## src/hdl/fle_pkg.sv

```systemverilog
// ----------------------------------------------------------------------------
// fle_pkg
// Types and constants shared by the flag/length frame extractor.
// ----------------------------------------------------------------------------
package fle_pkg;

	localparam int unsigned BYTE_W = 8;

	// The flag value after reset, and the shortest legal frame length.
	localparam logic [BYTE_W-1:0] FLAG_RESET    = 8'd126;
	localparam logic [BYTE_W-1:0] MIN_FRAME_LEN = 8'd3;

	// Frame tracking: hunting for a flag, expecting the length byte, in the body.
	typedef enum logic [1:0] {
		ST_HUNT,
		ST_LEN,
		ST_BODY
	} state_t;

	typedef struct packed {
		logic [BYTE_W-1:0] frame_byte;
		logic              frame_start;
		logic              frame_end;
		logic              frame_abort;
	} result_t;

endpackage

```

## src/hdl/fle_stream_if.sv

```systemverilog
// ----------------------------------------------------------------------------
// fle_stream_if
// Valid/ready channels of the frame extractor: received bytes in, marked
// frame bytes out.
// ----------------------------------------------------------------------------
interface fle_byte_if;
	logic       valid;
	logic       ready;
	logic [7:0] rx_byte;

	modport source (output valid, output rx_byte, input ready);
	modport sink   (input valid, input rx_byte, output ready);
endinterface

interface fle_frame_if;
	logic       valid;
	logic       ready;
	logic [7:0] frame_byte;
	logic       frame_start;
	logic       frame_end;
	logic       frame_abort;

	modport source (output valid, output frame_byte, output frame_start,
		output frame_end, output frame_abort, input ready);
	modport sink   (input valid, input frame_byte, input frame_start,
		input frame_end, input frame_abort, output ready);
endinterface

```

## src/hdl/fle_frame_ctrl.sv

```systemverilog
// ----------------------------------------------------------------------------
// fle_frame_ctrl
// Frame tracking state machine: decides for each byte whether it is part of
// a frame and which start, end and abort marks it carries.
// ----------------------------------------------------------------------------
module fle_frame_ctrl (
	input  logic                          clk,
	input  logic                          arst_n,
	input  logic                          step,
	input  logic [fle_pkg::BYTE_W-1:0]    byte_s1,
	input  logic [fle_pkg::BYTE_W-1:0]    flag,
	output logic                          emit,
	output fle_pkg::result_t              res
);
	import fle_pkg::*;

	state_t            state_q, state_d;
	logic [BYTE_W-1:0] pos_q, pos_d;
	logic [BYTE_W-1:0] len_q, len_d;
	logic              is_flag;
	logic              at_last;

	assign is_flag = (byte_s1 == flag);
	// The position is checked one ahead, so the last byte sits at length-1.
	assign at_last = ({1'b0, pos_q} + 9'd1) >= {1'b0, len_q};

	always_ff @(posedge clk or negedge arst_n) begin
		if (!arst_n) begin
			state_q <= ST_HUNT;
			pos_q   <= '0;
			len_q   <= '0;
		end else if (step) begin
			state_q <= state_d;
			pos_q   <= pos_d;
			len_q   <= len_d;
		end
	end

	always_comb begin
		state_d = state_q;
		pos_d   = pos_q;
		len_d   = len_q;
		emit    = 1'b0;
		res     = '{frame_byte: byte_s1, frame_start: 1'b0, frame_end: 1'b0,
			frame_abort: 1'b0};
		unique case (state_q)
			ST_HUNT: begin
				if (is_flag) begin
					emit            = 1'b1;
					res.frame_start = 1'b1;
					state_d         = ST_LEN;
				end
			end
			ST_LEN: begin
				emit = 1'b1;
				if (is_flag) begin
					res.frame_start = 1'b1;
					res.frame_abort = 1'b1;
				end else if (byte_s1 < MIN_FRAME_LEN) begin
					res.frame_abort = 1'b1;
					state_d         = ST_HUNT;
				end else begin
					len_d   = byte_s1;
					pos_d   = 8'd2;
					state_d = ST_BODY;
				end
			end
			ST_BODY: begin
				emit = 1'b1;
				if (is_flag) begin
					res.frame_start = 1'b1;
					res.frame_abort = 1'b1;
					state_d         = ST_LEN;
				end else if (at_last) begin
					res.frame_end = 1'b1;
					state_d       = ST_HUNT;
				end else begin
					pos_d = pos_q + 8'd1;
				end
			end
			default: begin
				state_d = ST_HUNT;
			end
		endcase
	end

`ifndef NO_ASSERTIONS
	// Inside the body the next position never reaches past the frame length.
	a_body_pos: assert property (@(posedge clk) disable iff (!arst_n)
		state_q == ST_BODY |-> ({1'b0, pos_q} + 9'd1) <= {1'b0, len_q})
		else $error("frame position ran past the length");

	// A completed frame always sends the tracker back to hunting.
	a_end_hunt: assert property (@(posedge clk) disable iff (!arst_n)
		step && emit && res.frame_end |=> state_q == ST_HUNT)
		else $error("tracker did not return to hunting after a frame end");

	// A start mark, alone or with an abort, only comes on the flag byte, never with an end.
	a_flag_restart: assert property (@(posedge clk) disable iff (!arst_n)
		step && emit && res.frame_start |-> is_flag && !res.frame_end)
		else $error("frame start marked on a byte that is not the flag");
`endif

endmodule

```

## src/hdl/flag_length_frame_extractor.sv

```systemverilog
// An accepted byte goes from the input register via the tracker to the output register.
// Throughput: one byte per cycle unless tx stalls; one state update per byte.
// The input register and the output register each hold one byte; a stall on tx
// holds rx only once the input register is full, and no byte is lost in a stall.
// Reset (arst_n low) empties both registers, sets hunting and restores flag 126.
// ----------------------------------------------------------------------------
// flag_length_frame_extractor
// Cut-through frame finder for a flag/length framed byte stream.
// ----------------------------------------------------------------------------
module flag_length_frame_extractor (
	input  logic                          clk,
	input  logic                          arst_n,
	fle_byte_if.sink                      rx,
	fle_frame_if.source                   tx,
	input  logic                          cfg_we,
	input  logic [fle_pkg::BYTE_W-1:0]    cfg_wdata
);
	import fle_pkg::*;

	logic [BYTE_W-1:0] flag_q;
	logic              valid_s1;
	logic [BYTE_W-1:0] byte_s1;
	logic              out_valid_q;
	result_t           out_q;
	logic              advance;
	logic              step;
	logic              emit;
	result_t           res;

	// The output register can take a new result when empty or being drained.
	assign advance  = !out_valid_q || tx.ready;
	assign step     = valid_s1 && advance;
	assign rx.ready = !valid_s1 || advance;

	always_ff @(posedge clk or negedge arst_n) begin
		if (!arst_n) begin
			flag_q <= FLAG_RESET;
		end else if (cfg_we) begin
			flag_q <= cfg_wdata;
		end
	end

	always_ff @(posedge clk or negedge arst_n) begin
		if (!arst_n) begin
			valid_s1 <= 1'b0;
		end else if (rx.ready) begin
			valid_s1 <= rx.valid;
		end
	end

	always_ff @(posedge clk) begin
		if (rx.ready && rx.valid) begin
			byte_s1 <= rx.rx_byte;
		end
	end

	fle_frame_ctrl u_ctrl (
		.clk     (clk),
		.arst_n  (arst_n),
		.step    (step),
		.byte_s1 (byte_s1),
		.flag    (flag_q),
		.emit    (emit),
		.res     (res)
	);

	always_ff @(posedge clk or negedge arst_n) begin
		if (!arst_n) begin
			out_valid_q <= 1'b0;
		end else if (advance) begin
			out_valid_q <= step && emit;
		end
	end

	always_ff @(posedge clk) begin
		if (step && emit) begin
			out_q <= res;
		end
	end

	assign tx.valid       = out_valid_q;
	assign tx.frame_byte  = out_q.frame_byte;
	assign tx.frame_start = out_q.frame_start;
	assign tx.frame_end   = out_q.frame_end;
	assign tx.frame_abort = out_q.frame_abort;

`ifndef NO_ASSERTIONS
	// A held result must not be overwritten while the sink stalls.
	a_hold_result: assert property (@(posedge clk) disable iff (!arst_n)
		out_valid_q && !tx.ready |=> out_valid_q && $stable(out_q))
		else $error("pending result changed during a stall");

	// A byte waiting in the input register is consumed whenever the output frees.
	a_input_moves: assert property (@(posedge clk) disable iff (!arst_n)
		valid_s1 && !out_valid_q |-> rx.ready)
		else $error("input register stuck although the output is empty");

	// An end mark never comes with a start or an abort.
	a_mark_mix: assert property (@(posedge clk) disable iff (!arst_n)
		out_valid_q && out_q.frame_end |-> !out_q.frame_start && !out_q.frame_abort)
		else $error("frame end combined with start or abort");
`endif

endmodule
```

## src/flat_wrapper.sv

```systemverilog
// flat-port wrapper written by rule: the top's interface ports become plain ports
module flag_length_frame_extractor_flat import fle_pkg::*;
  (clk, arst_n, cfg_we, cfg_wdata, rx_valid, rx_rx_byte, rx_ready, tx_valid, tx_frame_byte, tx_frame_start, tx_frame_end, tx_frame_abort, tx_ready);
  fle_byte_if rx_i ();
  fle_frame_if tx_i ();
  input  logic clk;
  input  logic arst_n;
  input  logic cfg_we;
  input  logic [fle_pkg::BYTE_W-1:0] cfg_wdata;
  input wire logic [$bits(rx_i.valid)-1:0] rx_valid;
  input wire logic [$bits(rx_i.rx_byte)-1:0] rx_rx_byte;
  output wire logic [$bits(rx_i.ready)-1:0] rx_ready;
  output wire logic [$bits(tx_i.valid)-1:0] tx_valid;
  output wire logic [$bits(tx_i.frame_byte)-1:0] tx_frame_byte;
  output wire logic [$bits(tx_i.frame_start)-1:0] tx_frame_start;
  output wire logic [$bits(tx_i.frame_end)-1:0] tx_frame_end;
  output wire logic [$bits(tx_i.frame_abort)-1:0] tx_frame_abort;
  input wire logic [$bits(tx_i.ready)-1:0] tx_ready;
  assign rx_i.valid = rx_valid;
  assign rx_i.rx_byte = rx_rx_byte;
  assign rx_ready = rx_i.ready;
  assign tx_valid = tx_i.valid;
  assign tx_frame_byte = tx_i.frame_byte;
  assign tx_frame_start = tx_i.frame_start;
  assign tx_frame_end = tx_i.frame_end;
  assign tx_frame_abort = tx_i.frame_abort;
  assign tx_i.ready = tx_ready;
  flag_length_frame_extractor u_core (.clk(clk), .arst_n(arst_n), .rx(rx_i), .tx(tx_i), .cfg_we(cfg_we), .cfg_wdata(cfg_wdata));
endmodule
```

## config.mk

```make
export PLATFORM = sky130hd
export DESIGN_NAME = flag_length_frame_extractor_flat
export DESIGN_NICKNAME = d
export VERILOG_FILES = /design/src/hdl/fle_pkg.sv /design/src/hdl/fle_stream_if.sv /design/src/hdl/fle_frame_ctrl.sv /design/src/hdl/flag_length_frame_extractor.sv /design/src/flat_wrapper.sv
export SDC_FILE = /design/constraint.sdc
export NUM_CORES = 1
export LEC_CHECK = 0
export BUFFER_PORTS_ARGS = -buffer_cell sky130_fd_sc_hd__buf_2
export CAP_MARGIN = 20
export CORE_ASPECT_RATIO = 1.25
export CORE_MARGIN = 2
export CORE_UTILIZATION = 35
export CTS_BUF_LIST = sky130_fd_sc_hd__clkbuf_4
export DETAILED_ROUTE_END_ITERATION = 8
export MAX_ROUTING_LAYER = met4
export PLACE_DENSITY = 0.5
export SYNTH_ARGS = -nofsm -noshare
export SYNTH_HDL_FRONTEND = slang
export SYNTH_HIERARCHICAL = 1
export SYNTH_SLANG_ARGS = --single-unit
```

## constraint.sdc

```tcl
create_clock -name clk -period 3.3 [get_ports clk]
set_input_delay 0.495 -clock clk [delete_from_list [all_inputs] [get_ports clk]]
set_output_delay 0.495 -clock clk [all_outputs]
set_load 0.05 [all_outputs]
```

---- After elaboration in Yosys (flattened, before gate mapping) ----
Cells that the tools add are included.
W data, S select, Z words.
storage, ports and cells
  bits of input ports ..................... 21
  register bits after elaboration ......... 47
  word-level logic and storage cells ...... 59
cells by class
  reduce and logical (&&, ||, !) cells .... 15
  add/sub/neg operators ................... 2
  equal/unequal tests ..................... 9
  magnitude comparators ................... 2
  bitwise logic cells ..................... 3
  mux-type cells .......................... 17
operators by type and width
  operator               number
  $mux W8                4
  $pmux W8 S2            1
  $mux W2                5
  $ne A2 B2 Y1 const B   5
  $add A8 B1 Y9 const B  1
  $ge A9 B8 Y1           1
  $add A8 B1 Y8 const B  1
  $eq A8 B8 Y1           1
  $lt A8 B2 Y1 const B   1
  $reduce_and A4 Y1      2
  $pmux W2 S3            1
  $reduce_and A6 Y1      1
  $mux W1                4
  $pmux W1 S2            2
  $reduce_or A2 Y1       2
  $logic_and A1 B1 Y1    3
  $ne A3 B3 Y1 const B   1
  $not A1 Y1             3
  $reduce_or A3 Y1       1
  $eq A2 B1 Y1 const B   1
  $eq A2 B2 Y1 const B   1
  $logic_not A1 Y1       2
  $logic_not A2 Y1       1
  $logic_or A1 B1 Y1     2
  $reduce_bool A2 Y1     1

---- Depth between registers and ports, before layout ----
  word-level depth ........................ 5
  gate-level depth with buffers ........... 11
  gate-level depth less buffers ........... 11

---- By module ----
The synthesis kept the hierarchy.
by module, submodules not included
  module                       cells an instance  area each (µm²)  times used
  fle_frame_ctrl               139                1,383.8          1
  flag_length_frame_extractor  46                 1,006.0          1

---- Worst setup path after synthesis ----
OpenSTA, ideal clock, no wires.
  path kind ............................... reg-to-reg
  start ................................... register u_core.u_ctrl.pos_q[0]
  end ..................................... register u_core.u_ctrl.pos_q[0]
  data arrival time ....................... 2,573 ps
  path buffers ............................ 0
  clock period less this slack ............ 2,698 ps
  stages on the path, launching flop included .. 11
  slack ................................... 602 ps
  setup time .............................. 125 ps
  path through ............................ dfrtp_1 ha_1 nand2_1 xnor2_1 ha_1 a21o_1 a21oi_1 nand2_1 a41o_1 a221oi_4 mux2_4
between the ends
  longest elaborated chain between the ends .. 4
ends and longest elaborated chain
  element                                                                   RTL line                                    text
  start, declared                                                           fle_frame_ctrl.sv:18                        logic [BYTE_W-1:0] pos_q, pos_d;
  start signal, assigned                                                    fle_frame_ctrl.sv:34                        pos_q <= pos_d;
  $add A8 B1 Y9 / $add A8 B1 Y8 (equally long branches)                     fle_frame_ctrl.sv:25, fle_frame_ctrl.sv:78
  $ge A9 B8 Y1 / $mux W8 (equally long branches)                            fle_frame_ctrl.sv:25, fle_frame_ctrl.sv:74
  $ne A2 B2 Y1 (no source line) / $mux W8 (equally long branches)           --
  $reduce_and A6 Y1 (no source line) / $pmux W8 S2 (equally long branches)  --
Several ways; a longest one is shown, not always the timed one. The select of a mux whose other input is x is not followed.
A chain may end at the register's enable or synchronous reset.

---- Worst setup path after layout ----
  start ................................... register u_core.u_ctrl.pos_q[0]
  end ..................................... register u_core.u_ctrl.pos_q[5]
The elaborated chain is that of the path after synthesis.

==> impl_metrics.py <==
metrics = {
    "outcome": {
        "status": "completed",
    },
    "timing": {
        "relSlewSlack": 0.5690,
        "rsz0062_at_grt": "false",
        "hold_viol_final": 0,
        "setup_viol": 0,
        "min_period_over_period": 0.8771,
        "fin_crit_ns": 2.894,
        "max_freq_mhz": 345.5,
        "finClkSkew_ns": 0.01244,
        "maxSlewViolCount": 0,
        "worstMarginPinSlew_ns": 0.6465,
        "fin_tns_setup_ns": 0,
    },
    "synthesis": {
        "yosysMostFrequentCell": "dfrtp_1",
        "yosys.area.top_type_share": 0.2387,
        "ys_warn_count": 6,
        "synth_ff_type": "dfrtp_1",
        "synth_cell_type_count": 38,
        "avgSynthCellArea_um2": 12.92,
        "synth-seq-cells": 47,
        "synthTopCellsByCount": "dfrtp_1 (22), edfxtp_1 (19), inv_1 (17), nand2_1 (17), ha_1 (13)",
        "seq_area_frac_synth": 0.5351,
        "synth_area_um2": 2390,
        "async_flop_share": 0.5957,
        "synth_enable_flop_cells": 19,
        "synth_top_area_cell": "edfxtp_1",
        "synth_area_leaders": "edfxtp_1 (24%), dfrtp_1 (23%), ha_1 (6.8%)",
        "syn-num-nets": 219,
        "synthCells": 185,
    },
    "power_and_ir_drop": {
        "p_leak_nw": 1.193,
        "totalPowerFinal_mw": 2.066,
        "p_per_area_nw_per_um2": 767.7,
        "ir_worst_vdd_mv": 0.2849,
    },
    "final_layout": {
        "synthToLayoutAreaGrowth_pct": 12.62,
        "antenna_cells": 0,
        "drive_above_1_share": 0.3425,
        "fin_cells": 306,
        "num-nets-final": 252,
        "design_area_um2": 2691,
    },
    "setup_path": {
        "crit_path_max_incr_delay_ns": 0.48,
        "critical_path_buf_inv_count": 1,
        "crit_path_end_kind": "register",
        "crit_family": "compound AO/OA/AOI/OAI gates",
        "path_class": "register to register",
        "crit_slowest_cell": "a221oi_4",
        "cp.required_ns": 3.59,
        "start_kind": "register",
        "crit_arrival_ns": 3.18,
        "cp_max_fo": 7,
        "crit_chain": "ha_1, nand2_1, xnor2_1, ha_1, a21o_1, a21oi_1, nand2_1, a41o_1, a221oi_4, buf_4, mux2i_1",
    },
    "placed_design": {
        "place_inst": 298,
        "dpl_cell_area_um2": 2608,
        "hpwl_um": 3153,
        "io_buffers": 33,
        "place.gp.congestion": 0.7335,
    },
    "clock_tree": {
        "numCtsBuffers": 5,
        "clk_latency_ns": 0.36,
        "cts_tree": "done",
        "post_cts_buffers": 0,
        "clkSinkCount": 47,
        "cts_hold_buf": 0,
        "clk_pin_slew_ns": 0.15,
        "h-tree-depth": 2,
        "cts.path.max_buffers": 2,
        "cts-root-buf": "clkbuf_4",
        "cts_resized": 0,
    },
    "detailed_routing": {
        "drt_iter0_drc": 61,
        "drt-vias-per-instance": 4.592,
        "wl_per_cell_um": 13.37,
        "drc_errors": 0,
        "firstDrtPassIters": 4,
        "num_vias": 1405,
        "ant_nets": 0,
        "routed_wl_um": 4091,
    },
    "global_routing": {
        "grt_max_degree": 29,
        "antenna_found_initial": 0,
        "grt_pass1_wl_um": 6693,
        "grt_pass1_vias": 1384,
        "gr-total-overflow": 0,
        "track_usage": 0.1212,
    },
    "run": {
        "max_cap_violations": 0,
    },
    "floorplanning": {
        "core_area_um2": 6606,
        "initial_core_util": 0.3617,
        "ios": 34,
        "rows": 33,
        "dieArea_um2": 7509,
        "fp.dieW_um": 77.91,
        "die_h_um": 96.39,
    },
    "hold_path": {
        "hold_path_class": "input port to async pin",
    },
}
## registers in the layout (all words and copies together) (netlist names)
name and cells:
u_core/tx.frame_abort 1, u_core/tx.frame_byte 8, u_core/flag_q 8, u_core/u_ctrl/state_q 2, u_core/u_ctrl/len_q 8, u_core/tx.valid 1, u_core/tx.frame_start 1, u_core/tx.frame_end 1
u_core/u_ctrl/pos_q 8, u_core/byte_s1 8, u_core/valid_s1 1
## cell type report
| type | instances | area, um^2 |
|---|---|---|
| well taps | 87 | 108.9 |
| clock buffers | 5 | 37.54 |
| clock inverters | 3 | 46.29 |
| multi-input cells | 111 | 968.4 |
| flip-flops and latches | 47 | 1279 |
| fillers | 658 | 3915 |
| repair buffers | 36 | 187.7 |
| inverters | 17 | 63.81 |
## layout by cell type, fill, tap and decap left out, types with 5 or more instances in the layout
master and count:
buf_2 33, clkbuf_4 5, dfrtp_1 22, dfstp_2 6, edfxtp_1 19, ha_1 13
inv_1 17, mux2_2 10, mux2_4 10, mux2i_1 7, nand2_1 17, xnor2_1 5
xor2_1 9
## per-layer routing
layer | global-route usage | routed length (um) | up-vias
met2 | 0.2019 | 2092 | 25
met4 | 0.04386 | 52 | 0
met3 | 0.02509 | 153 | 5
met1 | 0.1475 | 1793 | 674
met5 | - | 0 | -
li1 | - | - | 701
## worst reg2reg max path: stages (launching register included)
cell      delay, ns
dfrtp_1        0.47
ha_1           0.26
nand2_1        0.09
xnor2_1        0.21
ha_1           0.28
a21o_1         0.15
a21oi_1        0.14
nand2_1        0.07
a41o_1         0.26
a221oi_4       0.48
buf_4          0.23
mux2i_1        0.19
## metrics by stage
step / setup slack, ns / hold slack [ns] / utilization
6_report: 0.4056 / 0.1374 / 0.4074
3_5_place_dp: 0.4138 / 0.4968 / 0.3947
3_3_place_gp: 0.4990 / 0.4910 / 0.3947
5_1_grt: 0.2069 / 0.1707 / 0.4074
4_1_cts: 0.4099 / 0.1551 / 0.4074
2_1_floorplan: 0.6020 / 0.1994 / -
## kinds of logic after synthesis
logic type	count (synthesis)	share of synthesized area
adders and majority gates	13	0.06806
buffers and inverters	27	0.05968
DFF	47	0.5351
and+or+nand+nor	44	0.09895
AOI/OAI and AO/OA	13	0.04765
xor gates and xnor gates	14	0.05131
muxes	27	0.1393
## path summary, 6_finish.rpt
check	slack [ns]	depth (start not counted)	end	start
worst max-delay path	0.41	11	u_core/u_ctrl/pos_q[5]	u_core/u_ctrl/pos_q[0]
worst min-delay path	0.14	1	u_core/flag_q[0]	arst_n
worst max register to register	0.41	11	u_core/u_ctrl/pos_q[5]	u_core/u_ctrl/pos_q[0]
worst min register to register	0.52	1	u_core/u_ctrl/len_q[4]	u_core/u_ctrl/len_q[4]
max in group asynchronous	2.75	1	u_core/u_ctrl/pos_q[0]	arst_n
min in group clk	0.29	1	u_core/byte_s1[2]	rx_rx_byte[2]
## power by group
| group | switching, mW | total (mW) | internal [mW] |
|---|---|---|---|
| Clock | 0.196 | 0.358 | 0.162 |
| Combinational | 0.491 | 0.830 | 0.339 |
| Sequential | 0.0981 | 0.878 | 0.780 |
| Total | 0.784 | 2.07 | 1.28 |
Power figures use the tool's default switching activity.
